[config.mk]
export PLATFORM = sky130hd
export DESIGN_NAME = extended_gcd_bezout_flat
export DESIGN_NICKNAME = d
export VERILOG_FILES = /design/src/hdl/egcd_pkg.sv /design/src/hdl/egcd_if.sv /design/src/hdl/egcd_div_unit.sv /design/src/hdl/extended_gcd_bezout.sv /design/src/flat_wrapper.sv
export SDC_FILE = /design/constraint.sdc
export NUM_CORES = 1
export LEC_CHECK = 0
export BUFFER_PORTS_ARGS = -buffer_cell sky130_fd_sc_hd__buf_2
export CORE_UTILIZATION = 35
export DETAILED_ROUTE_END_ITERATION = 8
export HOLD_SLACK_MARGIN = 0.1
export PLACE_DENSITY = 0.49
export SYNTH_ARGS = -nofsm -noshare
export SYNTH_HDL_FRONTEND = slang
export SYNTH_HIERARCHICAL = 1
export SYNTH_SLANG_ARGS = --single-unit
[constraint.sdc]
create_clock -name clk -period 29.8 [get_ports clk]
set_clock_uncertainty 0.1 [all_clocks]
set_input_delay 1.49 -clock clk [delete_from_list [all_inputs] [get_ports clk]]
set_output_delay 1.49 -clock clk [all_outputs]
set_load 0.02 [all_outputs]
[src/hdl/egcd_pkg.sv]
`timescale 1ns / 1ps
`default_nettype none
// Package for the extended gcd block: operand and coefficient widths,
// sequencer states and the command/status structs of the divider unit.
// No dependencies.

package egcd_pkg;

  localparam int WIDTH      = 31;
  localparam int COEF_WIDTH = WIDTH + 1;
  localparam int CNT_WIDTH  = $clog2(WIDTH);

  typedef logic [WIDTH-1:0]             operand_t;
  typedef logic signed [COEF_WIDTH-1:0] coef_t;
  typedef logic [CNT_WIDTH-1:0]         count_t;

  localparam count_t CNT_LAST = CNT_WIDTH'(WIDTH - 1);

  typedef enum logic [1:0] {
    ST_IDLE,
    ST_CHECK,
    ST_DIV
  } state_t;

  // Start of one quotient step: dividend, divisor and the coefficients that
  // get multiplied by the quotient.
  typedef struct packed {
    logic     start;
    operand_t dividend;
    operand_t divisor;
    coef_t    coef_x;
    coef_t    coef_y;
  } div_cmd_t;

  // End of one quotient step: remainder and quotient times each coefficient.
  typedef struct packed {
    logic     done;
    operand_t remainder;
    coef_t    prod_x;
    coef_t    prod_y;
  } div_res_t;

endpackage

`default_nettype wire

[src/hdl/egcd_if.sv]
`timescale 1ns / 1ps
`default_nettype none
// Valid/ready channel interfaces of the extended gcd block: one for operand
// beats and one for result beats. Depends on egcd_pkg.

interface egcd_in_if;
  logic                valid;
  logic                ready;
  egcd_pkg::operand_t  first_value;
  egcd_pkg::operand_t  second_value;

  modport source (output valid, output first_value, output second_value, input ready);
  modport sink   (input valid, input first_value, input second_value, output ready);
endinterface

interface egcd_out_if;
  logic                valid;
  logic                ready;
  egcd_pkg::coef_t     coef_first;
  egcd_pkg::coef_t     coef_second;
  egcd_pkg::operand_t  divisor_out;

  modport source (output valid, output coef_first, output coef_second,
                  output divisor_out, input ready);
  modport sink   (input valid, input coef_first, input coef_second,
                  input divisor_out, output ready);
endinterface

`default_nettype wire

[src/hdl/egcd_div_unit.sv]
`timescale 1ns / 1ps
`default_nettype none
// Shared quotient-step unit: restoring division one quotient bit per cycle,
// with the quotient times two coefficients built alongside by Horner steps.
// Depends on egcd_pkg.

module egcd_div_unit (
  input  wire logic             clk,
  input  wire logic             rst,
  input  wire egcd_pkg::div_cmd_t cmd,
  output egcd_pkg::div_res_t    res
);

  logic                busy;
  logic                done;
  egcd_pkg::count_t    cnt;
  egcd_pkg::operand_t  dvd;
  egcd_pkg::operand_t  dsr;
  egcd_pkg::operand_t  rem;
  egcd_pkg::coef_t     cx;
  egcd_pkg::coef_t     cy;
  egcd_pkg::coef_t     px;
  egcd_pkg::coef_t     py;

  logic [egcd_pkg::WIDTH:0] shifted;
  logic [egcd_pkg::WIDTH:0] diff;
  logic                     qbit;
  egcd_pkg::operand_t       rem_next;
  egcd_pkg::coef_t          px_next;
  egcd_pkg::coef_t          py_next;

  always_comb begin
    shifted  = {rem, dvd[egcd_pkg::WIDTH-1]};
    diff     = shifted - {1'b0, dsr};
    qbit     = ~diff[egcd_pkg::WIDTH];
    rem_next = qbit ? diff[egcd_pkg::WIDTH-1:0] : shifted[egcd_pkg::WIDTH-1:0];
    // Coefficient products wrap at the coefficient width, as the final
    // values are known to fit.
    px_next  = (px <<< 1) + (qbit ? cx : '0);
    py_next  = (py <<< 1) + (qbit ? cy : '0);
  end

  always_ff @(posedge clk) begin
    if (rst) begin
      busy <= 1'b0;
      done <= 1'b0;
      cnt  <= '0;
    end else begin
      done <= 1'b0;
      if (cmd.start) begin
        busy <= 1'b1;
        cnt  <= '0;
      end else if (busy) begin
        cnt <= cnt + 1'b1;
        if (cnt == egcd_pkg::CNT_LAST) begin
          busy <= 1'b0;
          done <= 1'b1;
        end
      end
    end
  end

  always_ff @(posedge clk) begin
    if (cmd.start) begin
      dvd <= cmd.dividend;
      dsr <= cmd.divisor;
      cx  <= cmd.coef_x;
      cy  <= cmd.coef_y;
      rem <= '0;
      px  <= '0;
      py  <= '0;
    end else if (busy) begin
      dvd <= {dvd[egcd_pkg::WIDTH-2:0], qbit};
      rem <= rem_next;
      px  <= px_next;
      py  <= py_next;
    end
  end

  assign res.done      = done;
  assign res.remainder = rem;
  assign res.prod_x    = px;
  assign res.prod_y    = py;

endmodule

`default_nettype wire

[src/hdl/extended_gcd_bezout.sv]
`timescale 1ns / 1ps
`default_nettype none
// Top level of the extended gcd block: sequencer, operand and coefficient
// registers, and result register. Depends on egcd_pkg, egcd_if, egcd_div_unit.
//
// Usage:
// Operand beats arrive on the operands channel (first_value a, second_value b)
// and one result beat per operand beat leaves on the result channel: Bezout
// coefficients coef_first x and coef_second y with a*x + b*y = gcd(a, b), and
// the gcd on divisor_out. If b is zero the result is x = 1, y = 0, gcd = a.
// The block works on one pair at a time. operands.ready is high only while the
// sequencer is idle; it drops for the whole run of the algorithm.
// Each Euclid step starts the shared divider, runs restoring division (one
// quotient bit per cycle, with the quotient times both coefficients
// accumulated in the same cycles), and then updates the remainder and
// coefficient registers. The number of quotient steps n is at most about 45
// for 31-bit operands and is typically near 15 to 20. A new pair is
// accepted only once the previous run ends, so the bit-serial divider sets
// how fast pairs pass through.
// The result sits in an output register, so a new operand beat is accepted
// while the previous result waits. If the receiver stalls, a finished
// computation waits in its final check until the result register frees.
// Synchronous reset returns the sequencer to idle and drops result.valid.

module extended_gcd_bezout (
  input  wire logic   clk,
  input  wire logic   rst,
  egcd_in_if.sink     operands,
  egcd_out_if.source  result
);

  egcd_pkg::state_t    state;
  egcd_pkg::state_t    state_next;

  egcd_pkg::operand_t  a_reg;
  egcd_pkg::operand_t  b_reg;
  egcd_pkg::coef_t     xa;
  egcd_pkg::coef_t     ya;
  egcd_pkg::coef_t     xb;
  egcd_pkg::coef_t     yb;

  logic                out_valid;
  egcd_pkg::coef_t     out_x;
  egcd_pkg::coef_t     out_y;
  egcd_pkg::operand_t  out_gcd;

  logic                in_take;
  logic                b_zero;
  logic                out_free;
  logic                out_load;

  egcd_pkg::div_cmd_t  div_cmd;
  egcd_pkg::div_res_t  div_res;

  egcd_div_unit u_div (
    .clk (clk),
    .rst (rst),
    .cmd (div_cmd),
    .res (div_res)
  );

  // Sequencer.
  always_ff @(posedge clk) begin
    if (rst) begin
      state <= egcd_pkg::ST_IDLE;
    end else begin
      state <= state_next;
    end
  end

  always_comb begin
    b_zero     = (b_reg == '0);
    out_free   = !out_valid || result.ready;
    in_take    = 1'b0;
    out_load   = 1'b0;
    state_next = state;
    unique case (state)
      egcd_pkg::ST_IDLE: begin
        in_take = operands.valid;
        if (operands.valid) begin
          state_next = egcd_pkg::ST_CHECK;
        end
      end
      egcd_pkg::ST_CHECK: begin
        // A zero remainder ends the algorithm; otherwise run one more step.
        if (!b_zero) begin
          state_next = egcd_pkg::ST_DIV;
        end else if (out_free) begin
          out_load   = 1'b1;
          state_next = egcd_pkg::ST_IDLE;
        end
      end
      egcd_pkg::ST_DIV: begin
        if (div_res.done) begin
          state_next = egcd_pkg::ST_CHECK;
        end
      end
      default: begin
        state_next = egcd_pkg::ST_IDLE;
      end
    endcase
  end

  assign operands.ready = (state == egcd_pkg::ST_IDLE);

  always_comb begin
    div_cmd.start    = (state == egcd_pkg::ST_CHECK) && !b_zero;
    div_cmd.dividend = a_reg;
    div_cmd.divisor  = b_reg;
    div_cmd.coef_x   = xb;
    div_cmd.coef_y   = yb;
  end

  // Working registers: load on an operand beat, shift down one step when
  // the divider finishes.
  always_ff @(posedge clk) begin
    if (in_take) begin
      a_reg <= operands.first_value;
      b_reg <= operands.second_value;
      xa    <= egcd_pkg::COEF_WIDTH'(1);
      ya    <= '0;
      xb    <= '0;
      yb    <= egcd_pkg::COEF_WIDTH'(1);
    end else if (div_res.done) begin
      a_reg <= b_reg;
      b_reg <= div_res.remainder;
      xa    <= xb;
      ya    <= yb;
      xb    <= xa - div_res.prod_x;
      yb    <= ya - div_res.prod_y;
    end
  end

  // Result register.
  always_ff @(posedge clk) begin
    if (rst) begin
      out_valid <= 1'b0;
    end else if (out_load) begin
      out_valid <= 1'b1;
    end else if (result.ready) begin
      out_valid <= 1'b0;
    end
  end

  always_ff @(posedge clk) begin
    if (out_load) begin
      out_x   <= xa;
      out_y   <= ya;
      out_gcd <= a_reg;
    end
  end

  assign result.valid       = out_valid;
  assign result.coef_first  = out_x;
  assign result.coef_second = out_y;
  assign result.divisor_out = out_gcd;

  // The divider only reports completion while the sequencer waits for it.
  a_done_in_div: assert property (@(posedge clk) disable iff (rst)
    div_res.done |-> state == egcd_pkg::ST_DIV)
    else $error("divider finished outside a division step");

  // Each step must leave a remainder below its divisor.
  a_rem_below: assert property (@(posedge clk) disable iff (rst)
    div_res.done |-> div_res.remainder < b_reg)
    else $error("remainder not below divisor");

  // An operand beat always starts with the zero check.
  a_take_check: assert property (@(posedge clk) disable iff (rst)
    (operands.valid && operands.ready) |=> state == egcd_pkg::ST_CHECK)
    else $error("operand beat did not start a run");

  // A new result only appears after a check that found a zero remainder.
  a_result_src: assert property (@(posedge clk) disable iff (rst)
    (result.valid && !$past(result.valid)) |->
      ($past(state) == egcd_pkg::ST_CHECK && $past(b_reg) == '0))
    else $error("result appeared without a finished run");

endmodule

`default_nettype wire
[src/flat_wrapper.sv]
// flat-port wrapper written by rule: the top's interface ports become plain ports
module extended_gcd_bezout_flat 
  (clk, rst, operands_valid, operands_first_value, operands_second_value, operands_ready, result_valid, result_coef_first, result_coef_second, result_divisor_out, result_ready);
  egcd_in_if operands_i ();
  egcd_out_if result_i ();
  input  wire logic clk;
  input  wire logic rst;
  input wire logic [$bits(operands_i.valid)-1:0] operands_valid;
  input wire logic [$bits(operands_i.first_value)-1:0] operands_first_value;
  input wire logic [$bits(operands_i.second_value)-1:0] operands_second_value;
  output wire logic [$bits(operands_i.ready)-1:0] operands_ready;
  output wire logic [$bits(result_i.valid)-1:0] result_valid;
  output wire logic [$bits(result_i.coef_first)-1:0] result_coef_first;
  output wire logic [$bits(result_i.coef_second)-1:0] result_coef_second;
  output wire logic [$bits(result_i.divisor_out)-1:0] result_divisor_out;
  input wire logic [$bits(result_i.ready)-1:0] result_ready;
  assign operands_i.valid = operands_valid;
  assign operands_i.first_value = operands_first_value;
  assign operands_i.second_value = operands_second_value;
  assign operands_ready = operands_i.ready;
  assign result_valid = result_i.valid;
  assign result_coef_first = result_i.coef_first;
  assign result_coef_second = result_i.coef_second;
  assign result_divisor_out = result_i.divisor_out;
  assign result_i.ready = result_ready;
  extended_gcd_bezout u_core (.clk(clk), .rst(rst), .operands(operands_i), .result(result_i));
endmodule
# Yosys cells after proc, flatten, opt, wreduce, memory -nomap -nowiden
# Cells that the tools add are included.
[op_classes]
n_eq_ne = 6
n_addsub = 6
n_mux = 24
bitwise = 2
reduce_logical = 12
[op_table]
columns = ["cell", "n"]
rows = [
  ["$mux W31", 7],
  ["$add A32 B32 Y32", 2],
  ["$mux W32", 2],
  ["$sub A32 B32 Y32", 2],
  ["$sub A32 B31 Y32", 1],
  ["$logic_not A31 Y1", 1],
  ["$mux W1", 10],
  ["$mux W2", 4],
  ["$pmux W2 S3", 1],
  ["$reduce_bool A2 Y1", 3],
  ["$add A5 B1 Y5 const B", 1],
  ["$eq A5 B5 Y1 const B", 1],
  ["$ne A2 B2 Y1 const B", 2],
  ["$ne A3 B3 Y1 const B", 1],
  ["$reduce_and A3 Y1", 1],
  ["$reduce_or A3 Y1", 1],
  ["$eq A2 B1 Y1 const B", 1],
  ["$eq A2 B2 Y1 const B", 1],
  ["$logic_not A1 Y1", 2],
  ["$logic_not A2 Y1", 1],
  ["$not A1 Y1", 2],
  ["$reduce_or A2 Y1", 1],
  ["$logic_and A1 B1 Y1", 1],
  ["$logic_or A1 B1 Y1", 1],
]
[totals]
word_cells = 71
input_bits = 66
register_bits = 516
output_inout_bits = 97

# Logic depth before layout (Yosys ltp)
[logic_depth]
ltp_word = 6
mapped_depth = 25
ltp_nobuf = 22

# Modules after synthesis
# Netlist, hierarchy kept.
[modules_own_cells]
columns = ["module", "n_inst", "cells_each", "area_per_inst_um2", "seq_area_each_um2"]
rows = [
  ["extended_gcd_bezout", 1, 1400, 13834.5, 7337.0],
  ["egcd_div_unit", 1, 1274, 12888.6, 5825.6],
]

# Least setup slack after synthesis
# No wires, ideal clock.
[synth_timing]
path_kind = "flip-flop to flip-flop"
start = "reg u_core.b_reg[7]"
end = "reg u_core.u_div.dvd[0] (enable)"
path_buffers = 2
t_required_ns = 29.314
setup_time_ns = 0.386
path_slack_ns = 20.398
arrival_ns = 8.916
period_less_slack_ns = 9.402
stages_incl_launch_ff = 9
cell_sequence = "edfxtp_1 nor4_1 nand4_1 nor2_1 nor3b_1 clkbuf_1 nor2_1 clkbuf_1 inv_1"
[synth_lines]
columns = ["item", "line", "source"]
rows = [
  ["from (decl)", "extended_gcd_bezout.sv:36", "egcd_pkg::operand_t b_reg;"],
  ["from (signal assigned)", "extended_gcd_bezout.sv:119", "b_reg <= operands.second_value;"],
  ["from (signal assigned)", "extended_gcd_bezout.sv:126", "b_reg <= div_res.remainder;"],
  ["to (signal assigned)", "egcd_div_unit.sv:65", "dvd <= cmd.dividend;"],
  ["to (signal assigned)", "egcd_div_unit.sv:73", "dvd <= {dvd[egcd_pkg::WIDTH-2:0], qbit};"],
  ["to (decl)", "egcd_div_unit.sv:17", "egcd_pkg::operand_t dvd;"],
]

# Worst setup path in the final report
[layout_timing]
start = "reg u_core.u_div.dsr[3]"
end = "reg u_core.u_div.py[31]"
[layout_via]
elab_chain_cells = 3
[layout_lines]
columns = ["item", "line", "source"]
rows = [
  ["from (decl)", "egcd_div_unit.sv:18", "egcd_pkg::operand_t dsr;"],
  ["from (signal assigned)", "egcd_div_unit.sv:66", "dsr <= cmd.divisor;"],
  ["$sub A32 B31 Y32", "egcd_div_unit.sv:34", "diff = shifted - {1'b0, dsr};"],
  ["$mux W32", "egcd_div_unit.sv:40", "py_next = (py <<< 1) + (qbit ? cy : '0);"],
  ["$add A32 B32 Y32", "egcd_div_unit.sv:40", ""],
  ["to (signal assigned)", "egcd_div_unit.sv:76", "py <= py_next;"],
  ["to (decl)", "egcd_div_unit.sv:23", "egcd_pkg::coef_t py;"],
]
# Every way passes these cells.
# A chain may end at the register's enable or synchronous reset.

==> results.yml <==
drt:
  dr.pass1.iters: 7
  wirelength_um: 70500
  drt_iter0_drc: 1182
  avgViaCountPerCell: 5.19
  drt_drc_violations_left: 0
  postRouteAntennaNets: 0
  vias: 19900
  detail_route.wl_per_cell_um: 18.4
power_and_ir_drop:
  p_per_area_nw_per_um2: 91.8
  leakage_nw: 12.7
  ir_worst_vdd_mv: 0.0551
yosys:
  synth_nets: 2900
  ys_async_sr_fraction_pct: 0
  ys_seq_area_share_pct: 49.3
  ys_types: 88
  synthSimpleGateAreaFrac_pct: 14.8
  synth_warnings: 6
  synth_ff_type: "edfxtp_1"
  avgSynthCellArea_um2: 9.99
  yosys.area_share.xor_xnor_pct: 3.90
  synth_edf_count: 283
  synthesis.instances: 2674
  synthMuxAreaShare_pct: 6.37
  synth-adder-area-share_pct: 7.63
  synth_compound_area_share_pct: 14.4
  synth_top_family_by_area: "simple AND/OR/NAND/NOR gates"
  synth_seq_cells: 516
  syn_area_um2: 26700
global_route:
  track_usage_pct: 18.1
  grt_start_max_net_pins: 78
  grt_pass1_vias: 19700
  overflow: 0
  grt_first_pass_wirelength_um: 112000
  antenna_found_initial: 1
die:
  die-area_um2: 77500
  pin_count: 163
  die_h_um: 278
  core.rowCount: 100
  initial_core_util_pct: 35.7
  die_w_um: 278
  core_um2: 74900
worst_setup_path:
  timing.rr.start: "u_core/u_div/dsr[3]"
  cp_cell_sequence: "inv_1 > ha_1 > o211ai_1 > a21oi_1 > o21ai_1 > o211a_1 > or3_4 > nand3_1 > nand3_4 > buf_4 > and2_1 > ha_1 > fa_1 > a211oi_1 > o21ai_0 > o21ai_1 > o21ai_0 > o31ai_1 > o21ai_1 > o2111ai_1 > a21oi_1 > a2111oi_2"
  setup.worst_path.end_class: "flop"
  worst-setup-path-type: "reg -> reg"
  r2r_cells: 22
  worstPathRequired_ns: 30.22
  cp_common_cell: "o21ai_1"
  crit_path_top_delay_cell: "buf_4"
  r2r_end: "u_core/u_div/py[31]"
  critPathArrivalTime_ns: 7.15
  critPathMaxFanout: 50
  cp-start-kind: "flop"
  r2r_slack_ns: 23.07
  max_stage_delay_ns: 0.52
clock_tree:
  cts_buffers: 60
  cts_tree: "yes"
  clockRootBuffer: "clkbuf_16"
  cts_hold_buffers: 0
  cts_setup_buffers: 0
  clk_pin_slew_worst_paths_ns: 0.06
  clockBufferDepth: 3
  cts-resized-gates: 0
  cts_sinks: 516
  clock_latency_ns: 0.63
  cts_max_level: 2
timing:
  timing.final.crit_period_ns: 6.73
  slew_headroom_pct: 34.0
  period_share_pct: 22.6
  final_hold_viol_count: 0
  slew_violations: 0
  rsz0062_at_grt: "no"
  worstMarginPinSlew_ns: 0.991
  fmax_mhz: 149
  finalSetupTns_ns: 0
  final-setup-viol-count: 0
flow_run:
  drv_cap: 0
cells_and_area:
  postLayoutCoreUtil_pct: 40.8
  multi_input_area_um2: 12600
  layout_commonest_cell: "nand2_1"
  finalNetCount: 3034
  seq_area_um2: 13200
  final_area_um2: 30600
  fill_cells: 7265
  mostFrequentLayoutCells: "nand2_1, edfxtp_1, nor2_1"
  drive_gt1_share_pct: 12.5
  syn_to_final_growth_pct: 14.5
  diodes: 0
place:
  dpl_cell_area_um2: 28500
  gp_congestion: 0.910
  hpwl_um: 49000
  port_buffers: 162
worst_hold_path:
  min_to: "u_core/result.divisor_out[17]"
  hold_path_depth: 0
  hp-start: "u_core/a_reg[17]"
  hold_path.class: "reg -> reg"
outcome:
  status: "complete, no violations"
==> worst max-delay path: cells and delay by family, from the launching register on <==
family / cells / cell delay [ns]
AND/OR/NAND/NOR: 4 / 1.42
flip-flops: 1 / 0.32
adder cells (fa/ha/maj): 3 / 0.97
buffers and inverters: 2 / 0.56
AO/OA/AOI/OAI: 13 / 3.22
==> area by class of cell <==
type / count / share of cell area (%)
Inverter: 143 / 1.75
Multi-Input combinational cell: 1905 / 41.2
Timing Repair Buffer: 182 / 3.14
Tap cell: 969 / 3.96
Clock buffer: 83 / 5.59
Clock inverter: 30 / 1.27
Sequential cell: 516 / 43.0
==> layer usage <==
layer  vias up  wire length, um  GRT usage [%]
met5         -                0              0
met4         0             1710           4.94
met3       108             2910           2.70
met2       438            32200           29.6
met1      9479            33600           24.8
li1       9847                -              -
==> synthesized netlist by cell type (11+ instances only) <==
cell type    n  area share [%]
a21o_1      78             2.2
nand2_1    332             4.7
mux2i_1    133             5.0
o21ai_0    116             2.2
ha_1       155             7.3
mux2_2      33             1.4
a21oi_1    162             3.0
o211ai_1    17            0.48
o21bai_1    13            0.37
xnor2_1     74             2.4
a211oi_1    46             1.3
inv_1      143             2.0
nor2b_1     12            0.28
or3_1       11            0.26
dfxtp_1    233              17
nor4_1      13            0.30
o31ai_1     12            0.34
a31oi_1     22            0.52
o21ai_1     13            0.24
and3_1      16            0.37
o21a_1      24            0.67
buf_1       12            0.17
and2_1      71             1.7
nor2_1     264             3.7
nand4_1     28            0.66
xor2_1      43             1.4
edfxtp_1   283              32
nor3_1      31            0.58
clkbuf_1    89             1.3
nand2b_1    19            0.44
nand3_1     42            0.79
==> metrics by stage <==
| step | cells | setup WS (ns) | hold WS (ns) | power, W |
|---|---|---|---|---|
| final | 3828 | 23.07 | 0.342 | 0.00281 |
| after detailed placement | 3715 | 23.01 | 0.331 | 0.00203 |
| after floorplan | 2674 | 20.40 | 0.308 | 0.00178 |
| after CTS | 3828 | 22.99 | 0.345 | 0.00283 |
| after global placement | 3715 | 23.14 | 0.324 | 0.00203 |
| after global routing | 3828 | 22.52 | 0.350 | 0.00300 |
==> power breakdown <==
group / total, W / leakage, nW / switching, W / internal (W)
logic: 0.00111 / 7.07 / 0.000665 / 0.000447
registers: 0.000916 / 4.56 / 0.0000735 / 0.000843
clock network: 0.000781 / 1.04 / 0.000304 / 0.000477
total: 0.00281 / 12.7 / 0.00104 / 0.00177
==> cells by family (layout without fill, tap and decap cells) <==
group                    count (synthesis)  after routing
adder cells (fa/ha/maj)                160            160
flip-flops                             516            516
AND/OR/NAND/NOR                        874            874
multiplexers                           166            166
XOR/XNOR                               118            118
AO/OA/AOI/OAI                          587            587
buffers and inverters                  253            438
==> worst max-delay path by stage <==
stage                         start                   to  slack (ns)  cells after the start
6_report        u_core/u_div/dsr[3]  u_core/u_div/py[31]       23.07                     22
2_1_floorplan       u_core/b_reg[7]  u_core/u_div/dvd[0]       20.40                      8
4_1_cts        u_core/u_div/dsr[20]  u_core/u_div/py[31]       22.99                     22
3_5_place_dp   u_core/u_div/dsr[19]  u_core/u_div/py[31]       23.01                     22
5_1_grt        u_core/u_div/dsr[20]  u_core/u_div/py[29]       22.52                     23
3_3_place_gp    u_core/u_div/dsr[2]  u_core/u_div/py[31]       23.14                     22
Note: power is estimated with default switching activity, not from simulation.
